### config.mk
export PLATFORM = sky130hd
export DESIGN_NAME = glcm_div
export DESIGN_NICKNAME = d
export VERILOG_FILES = /design/src/sv/glcm_pkg.sv /design/src/sv/glcm_div.sv
export SDC_FILE = /design/constraint.sdc
export NUM_CORES = 1
export LEC_CHECK = 0
export ABC_CLOCK_PERIOD_IN_PS = 6000
export BUFFER_PORTS_ARGS = -buffer_cell sky130_fd_sc_hd__clkbuf_2
export CORE_ASPECT_RATIO = 0.8
export CORE_MARGIN = 1.5
export CORE_UTILIZATION = 30
export DETAILED_ROUTE_END_ITERATION = 7
export PLACE_DENSITY_LB_ADDON = 0.1
export REMOVE_ABC_BUFFERS = 1
export SETUP_SLACK_MARGIN = 0.15
export SLEW_MARGIN = 20
export SYNTH_ARGS = -nofsm -noshare
export SYNTH_HDL_FRONTEND = slang
export SYNTH_SLANG_ARGS = --single-unit
### constraint.sdc
create_clock -name clk -period 6 [get_ports clk]
set_input_delay 0.3 -clock clk [delete_from_list [all_inputs] [get_ports clk]]
set_output_delay 0.3 -clock clk [all_outputs]
set_load 0.02 [all_outputs]
### src/sv/glcm_pkg.sv
`default_nettype none
package glcm_pkg;

  // commands
  localparam logic [1:0] CMD_PIXEL = 2'd0;
  localparam logic [1:0] CMD_READ  = 2'd1;
  localparam logic [1:0] CMD_CLEAR = 2'd2;
  localparam logic [1:0] CMD_NONE  = 2'd3;

  // register indexes
  localparam int REG_IDX_W = 3;
  localparam logic [REG_IDX_W-1:0] REG_WIDTH    = 3'd0;
  localparam logic [REG_IDX_W-1:0] REG_HEIGHT   = 3'd1;
  localparam logic [REG_IDX_W-1:0] REG_LEVELS   = 3'd2;
  localparam logic [REG_IDX_W-1:0] REG_CHANNEL  = 3'd3;
  localparam logic [REG_IDX_W-1:0] REG_OPTIONS  = 3'd4;
  localparam logic [REG_IDX_W-1:0] REG_STEPS    = 3'd5;
  localparam logic [REG_IDX_W-1:0] REG_STEP_TAB = 3'd6;

  // channel select codes
  localparam logic [2:0] SEL_RED   = 3'd0;
  localparam logic [2:0] SEL_GREEN = 3'd1;
  localparam logic [2:0] SEL_BLUE  = 3'd2;
  localparam logic [2:0] SEL_ALPHA = 3'd3;

  // option bit positions
  localparam int OPT_SYM  = 0;
  localparam int OPT_NORM = 1;
  localparam int OPT_EXCL = 2;

  localparam int CFG_DATA_W = 64;
  localparam int DIM_W      = 9;
  localparam int CHAN_W     = 8;
  localparam int LEVEL_W    = 8;
  localparam int FRAME_W    = 9;   // level plus transparent flag
  localparam int COUNT_W    = 20;
  localparam int CELL_W     = 25;
  localparam int TABLE_STEPS = 4;
  localparam int STEP_W     = 16;
  localparam int COORD_W    = 14;

  localparam logic [COUNT_W-1:0] COUNT_MAX = 20'hFFFFF;
  localparam logic [CELL_W-1:0]  CELL_ONE  = 25'h1000000;

  // quantizer: level = (2*n*(L-1) + D) / (2*D) via reciprocal and one correction
  localparam int NUM_W       = 19;
  localparam int RECIP_W     = 20;
  localparam int RECIP_SHIFT = 28;
  localparam logic [RECIP_W-1:0] RECIP_ONE = 20'd526344;  // floor(2^28 / 510)
  localparam logic [RECIP_W-1:0] RECIP_SUM = 20'd175448;  // floor(2^28 / 1530)
  localparam logic [9:0]  DEN_ONE   = 10'd255;
  localparam logic [9:0]  DEN_SUM   = 10'd765;
  localparam logic [10:0] DEN2_ONE  = 11'd510;
  localparam logic [10:0] DEN2_SUM  = 11'd1530;

  typedef struct packed {
    logic               start;
    logic [COUNT_W-1:0] dividend;
    logic [COUNT_W-1:0] divisor;
  } div_req_t;

  typedef struct packed {
    logic              done;
    logic [CELL_W-1:0] quotient;
  } div_rsp_t;

endpackage
`default_nettype wire

### src/sv/glcm_div.sv
`default_nettype none
module glcm_div (
  input  wire logic              clk,
  input  wire logic              rst_n,
  input  wire glcm_pkg::div_req_t req,
  output glcm_pkg::div_rsp_t     rsp
);
  localparam int CW = 20;
  localparam int QW = 25;
  localparam int NW = $clog2(QW);

  logic          busy_r, busy_nxt;
  logic          done_r, done_nxt;
  logic [NW-1:0] cnt_r, cnt_nxt;
  logic [CW-1:0] rem_r, rem_nxt;
  logic [CW-1:0] dsr_r, dsr_nxt;
  logic [QW-1:0] quo_r, quo_nxt;
  logic [CW:0]   rem2;
  logic          ge;

  // one quotient bit per cycle, remainder stays below the divisor
  always_comb begin
    busy_nxt = busy_r;
    done_nxt = 1'b0;
    cnt_nxt  = cnt_r;
    rem_nxt  = rem_r;
    dsr_nxt  = dsr_r;
    quo_nxt  = quo_r;
    rem2     = {rem_r, 1'b0};
    ge       = rem2 >= {1'b0, dsr_r};
    if (req.start) begin
      ge       = req.dividend >= req.divisor;
      rem_nxt  = ge ? req.dividend - req.divisor : req.dividend;
      dsr_nxt  = req.divisor;
      quo_nxt  = {{(QW-1){1'b0}}, ge};
      cnt_nxt  = NW'(QW - 1);
      busy_nxt = 1'b1;
    end else if (busy_r) begin
      rem_nxt = ge ? CW'(rem2 - {1'b0, dsr_r}) : CW'(rem2);
      quo_nxt = {quo_r[QW-2:0], ge};
      cnt_nxt = cnt_r - NW'(1);
      if (cnt_r == NW'(1)) begin
        busy_nxt = 1'b0;
        done_nxt = 1'b1;
      end
    end
  end

  always_ff @(posedge clk) begin
    if (!rst_n) begin
      busy_r <= 1'b0;
      done_r <= 1'b0;
      cnt_r  <= '0;
    end else begin
      busy_r <= busy_nxt;
      done_r <= done_nxt;
      cnt_r  <= cnt_nxt;
    end
    rem_r <= rem_nxt;
    dsr_r <= dsr_nxt;
    quo_r <= quo_nxt;
  end

  assign rsp.done     = done_r;
  assign rsp.quotient = quo_r;
endmodule
`default_nettype wire

Word level (Yosys, flattened, before mapping). Index checks and enable logic that the tools add are counted.

Input bits: 43. Register bits: 72. Output and inout port bits: 26. Word-level logic and storage cells: 31.

Bitwise gates (word level): 2. Multiplexer cells: 12. Add/sub/neg operators: 3. Magnitude comparators: 2. Equality and inequality tests: 1. Reductions and logical operators: 3.

Operators by type and width (number): two-way mux 20 bit (4); subtractor 20 bit (2); greater-or-equal comparator 21 x 20 -> 1 bit (1); greater-or-equal comparator 20 bit (1); two-way mux 5 bit (2); two-way mux 1 bit (6); == test 5 x 1 -> 1 bit (second input constant) (1); subtractor 5 x 1 -> 5 bit (second input constant) (1); OR reduction 3 bit (1); NOT 1 bit (2); nonzero test 2 bit (1); OR reduction 2 bit (1).

Depth between registers and ports, before layout.
Word-level depth: 4. Mapped depth: 12. Gate-level depth less buffers: 11.

Worst setup path after synthesis. No wires, ideal clock.

Path kind: input-to-reg. From: input port req[20] (netlist bit). To: register rem_r[15] (data pin). Setup time: 0.266 ns. Arrival time: 2.382 ns. Slack: 3.352 ns. Required time: 5.734 ns. Path buffers: 1. Stages on the path: 12. Cells stage by stage: inv_1 -> ha_1 -> fa_1 -> nor2b_1 -> o31ai_1 -> a211o_1 -> nand4_1 -> a211oi_4 -> nor2_4 -> buf_6 -> mux2i_1 -> a2bb2oi_2.

Cells in the longest elaborated chain, start to end: 3. Elaborated cells between the ends (all ways): 4. Those cells by class: 1 x add/sub; 1 x order compare; 2 x mux.

Ends and longest elaborated chain: start, declared (line glcm_div.sv:5) `input wire glcm_pkg::div_req_t req,`; subtractor 20 bit / greater-or-equal comparator 20 bit (equally long branches) (line glcm_div.sv:33, glcm_div.sv:32); two-way mux 20 bit * (line glcm_div.sv:33) `rem_nxt = ge ? req.dividend - req.divisor : req.dividend;`; two-way mux 20 bit * (line glcm_div.sv:31) `if (req.start) begin`; via rem_nxt[15] (line glcm_div.sv:15) `logic [CW-1:0] rem_r, rem_nxt;`; end signal, assigned (line glcm_div.sv:59) `rem_r <= rem_nxt;`; end, declared (line glcm_div.sv:15).

Mark *: on every way through the listed nets, which the timed path passes. The rest lies on a longest branch. A chain may end at the register's enable or synchronous reset.

Final worst setup path.
From: register dsr_r[1]. To: register rem_r[14] (data pin).

Cells in the longest elaborated chain, start to end: 4. Elaborated cells between the ends (all ways): 5. Those cells by class: 1 x add/sub; 1 x order compare; 3 x mux.

Ends and longest elaborated chain: start, declared (line glcm_div.sv:16) `logic [CW-1:0] dsr_r, dsr_nxt;`; start signal, assigned (line glcm_div.sv:60) `dsr_r <= dsr_nxt;`; subtractor 20 bit / greater-or-equal comparator 21 x 20 -> 1 bit (equally long branches) (line glcm_div.sv:39, glcm_div.sv:30); two-way mux 20 bit * (line glcm_div.sv:39) `rem_nxt = ge ? CW'(rem2 - {1'b0, dsr_r}) : CW'(rem2);`; two-way mux 20 bit * (line glcm_div.sv:38) `end else if (busy_r) begin`; two-way mux 20 bit * (line glcm_div.sv:31); via rem_nxt[14] (line glcm_div.sv:15).

Mark *: on every way through the listed nets, which the timed path passes. The rest lies on a longest branch. The select of a mux whose other input is x is not followed.

==> impl_metrics.env <==
export IMPL_status="finished clean"
export IMPL_num_vias=4176
export IMPL_core_area_mm2=0.01727
export IMPL_fillCellCount=1764
export IMPL_yosysWarnings=0
export IMPL_p_per_area_mw_per_mm2=384.5
export IMPL_grt_max_degree=47
export IMPL_leakage_nw=2.763
export IMPL_dr_first_iter_drc_count=207
export IMPL_critPathBufInv=1
export IMPL_cts_tree="yes"
export IMPL_synthCells=542
export IMPL_fp_row_count=43
export IMPL_drcViolationCount=0
export IMPL_die_h_um=121.4
export IMPL_io_buffers=68
export IMPL_power_mw=2.343
export IMPL_synth_seq_cells=72
export IMPL_setup_viol=0
export IMPL_combPwrFrac_pct=48.1
export IMPL_yosysSeqAreaShare_pct=35.21
export IMPL_synth_enable_flop_cells=41
export IMPL_worstPathArrival_ns=3.15
export IMPL_grt_pass1_vias=4073
export IMPL_finalWeightedCongestion=0.8205
export IMPL_fmax_ghz=0.3234
export IMPL_die_x_um=151.0
export IMPL_crit_fanout=23
export IMPL_final_antenna_net_count=0
export IMPL_cp_required_ns=6.06
export IMPL_drt_total_wl_um=13190
export IMPL_finalCriticalPeriod_ns=3.093
export IMPL_finalCritPeriodShare_pct=51.54
export IMPL_antenna_cells=0
export IMPL_area_delta_synth_final_pct=15.85
export IMPL_grt_pass1_wl_um=21040
export IMPL_clk_pin_slew_worst_paths_ns=0.06
export IMPL_relSlewSlack_pct=54.43
export IMPL_yosysUniqueCellTypes=63
export IMPL_yosys_area_share_simple_pct=12.28
export IMPL_multi_input_area_mm2=0.003105
export IMPL_antenna_found_initial=0
export IMPL_avgSynthCellArea_um2=9.703
export IMPL_fp_dieArea_mm2=0.01834
export IMPL_gr_total_overflow=0
export IMPL_start_kind="flip-flop"
export IMPL_drv_slew=0
export IMPL_clockPowerShare_pct=22.9
export IMPL_rsz0062_at_grt="false"
export IMPL_power_switching_mw=0.8947
export IMPL_clk_latency_ns=0.34
export IMPL_io_pins=69
export IMPL_first_pass_iters=4
export IMPL_muxShareOfSynthArea_pct=12.94
export IMPL_seq_area_mm2=0.001852
export IMPL_drive_above_1_share_pct=16.39
export IMPL_finClkSkew_ns=0.005449
export IMPL_cts_buffers=9
export IMPL_hold_buffers=0
export IMPL_cp_common_cell="mux2i_1"
export IMPL_synthXorXnorAreaFrac_pct=4.663
export IMPL_worst_setup_path_end_kind="flip-flop"
export IMPL_cp_slowest_cell="a31o_4"
export IMPL_finalHoldViolations=0
export IMPL_tns_ns=0
export IMPL_synth_flop_cell="edfxtp_1"
export IMPL_worst_pin_slew_ns=0.6795
export IMPL_vias_per_cell=5.001
export IMPL_root_buffer="clkbuf_16"
export IMPL_h_tree_depth=3
export IMPL_synth_top_family_by_area="compound AO/OA/AOI/OAI gates"
export IMPL_holdCritPathClass="input pin to flip-flop"
export IMPL_cts_sinks=72
export IMPL_cts_resized=0
export IMPL_synth_compound_area_share_pct=18.42
export IMPL_worstPathCellList="inv_1, ha_1, nor2b_1, o31ai_1, a21boi_2, o221a_4, o211ai_4, a31o_4, mux2i_1, mux2i_1"
export IMPL_placed_cell_area_mm2=0.005796
export IMPL_initial_core_util_pct=30.45
export IMPL_intPower_mw=1.448
export IMPL_dp_hpwl_um=10150
export IMPL_grt_util_all_layers_pct=14.95
export IMPL_crit_type="flip-flop to flip-flop"
export IMPL_drv_cap=0
export IMPL_switching_share_pct=38.19
export IMPL_nets=692
export IMPL_async_reset_ff_share_pct=0
export IMPL_final_cell_area_mm2=0.006092
export IMPL_path_delay_family="compound AO/OA/AOI/OAI gates"
export IMPL_cts_setup_buffers=0
export IMPL_wl_per_cell_um=15.79
export IMPL_yosys_area_share_adder_pct=10.75
export IMPL_synth_area_mm2=0.005259
export IMPL_slowest_delay_ns=0.50
export IMPL_clk_path_buf_depth=2
export IMPL_p_seq_share_pct=29.1
export IMPL_ir_worst_vdd_v=0.0001225
==> worst reg2reg max path, delay by kind of cell, from the launching register on <==
family / cells / cell delay, ns
AO/OA/AOI/OAI: 5 / 1.58
adder cells (fa/ha/maj): 1 / 0.23
buffers and inverters: 1 / 0.08
flip-flops: 1 / 0.41
multiplexers: 2 / 0.37
AND/OR/NAND/NOR: 1 / 0.15
==> cells in the mapped netlist, types with 8 or more instances <==
| master | count | share of area (%) |
|---|---|---|
| o21ai_0 | 18 | 1.7 |
| a21oi_1 | 20 | 1.9 |
| a211oi_1 | 8 | 1.1 |
| xnor2_1 | 18 | 3.0 |
| dfxtp_1 | 31 | 12 |
| nor3_1 | 11 | 1.0 |
| xor2_1 | 10 | 1.7 |
| nand2_1 | 20 | 1.4 |
| nand3_1 | 11 | 1.0 |
| mux2i_1 | 68 | 13 |
| ha_1 | 42 | 10 |
| nor2_1 | 46 | 3.3 |
| edfxtp_1 | 41 | 23 |
| o21a_1 | 12 | 1.7 |
| inv_1 | 53 | 3.8 |
| a21o_1 | 18 | 2.6 |
==> final timing paths <==
kind | endpoint | startpoint | depth (start not counted) | slack (ns)
setup / recovery | rem_r[14] | dsr_r[1] | 10 | 2.91
hold / removal | dsr_r[3] | req[3] | 1 | 0.15
setup reg to reg | rem_r[14] | dsr_r[1] | 10 | 2.91
hold reg to reg | cnt_r[1] | cnt_r[1] | 2 | 0.50
==> per-stage QoR <==
stage	std cells	util (%)	worst slack (ns)	hold WS, ns
floorplan	524	-	3.331	0.3724
global placement	819	33.56	2.858	0.4720
detailed placement	819	33.56	2.747	0.4876
CTS	835	35.27	2.897	0.1355
global route	835	35.27	2.777	0.1378
finish	835	35.27	2.907	0.1510
==> per-layer routing <==
layer	up-vias	track usage [%]	share of wire, %
met5	-	0	0
met4	0	4.854	1.6
met3	19	2.932	5.1
met2	98	22.46	42
met1	1952	21.32	51
li1	2107	-	-
==> cells in the final DEF (no fill, tap or decap), types with 3 or more instances in the layout <==
cell        n
mux2i_1    68
clkbuf_2   67
inv_1      53
nor2_1     46
ha_1       42
edfxtp_1   41
dfxtp_1    31
a21oi_1    20
nand2_1    20
a21o_1     18
o21ai_0    18
xnor2_1    18
o21a_1     12
nand3_1    11
nor3_1     11
xor2_1     10
clkbuf_16  10
a211oi_1    8
nor2b_1     7
a211o_1     6
o21ai_1     6
a31oi_1     6
and3_1      5
o211ai_1    5
nor4_1      5
o31ai_1     4
o21bai_1    4
or2_2       3
nand2b_1    3
o31a_1      3
a21boi_0    3
buf_4       3
==> kinds of logic (layout without fill, tap and decap cells) <==
family | Yosys count | count (layout)
muxes | 68 | 68
AOI/OAI and AO/OA | 132 | 132
adders and majority gates | 44 | 44
and+or+nand+nor | 127 | 127
buffers and inverters | 71 | 139
xor gates and xnor gates | 28 | 28
DFF | 72 | 72
==> layout make-up <==
class	instances	share of cell area [%]
Timing Repair Buffer	70	5.874
Clock inverter	2	0.1848
Sequential cell	72	30.40
Multi-Input combinational cell	399	50.98
Clock buffer	14	4.683
Tap cell	225	4.621
Inverter	53	3.266
==> power by group through the flow <==
| stage | Combinational [mW] | Sequential (mW) | Clock [mW] |
|---|---|---|---|
| 5_1_grt | 1.24 | 0.693 | 0.573 |
| 3_5_place_dp | 1.12 | 0.690 | 0 |
| 6_report | 1.13 | 0.681 | 0.536 |
| 2_1_floorplan | 0.863 | 0.681 | 0 |
| 3_3_place_gp | 1.12 | 0.695 | 0 |
| 4_1_cts | 1.12 | 0.681 | 0.558 |
==> state kept, by name, indices dropped and copies added, names as in the netlist <==
signal / flops
quo_r: 25
rem_r: 20
busy_r: 1
dsr_r: 20
done_r: 1
cnt_r: 5
Note: power is estimated with default switching activity, not from simulation.
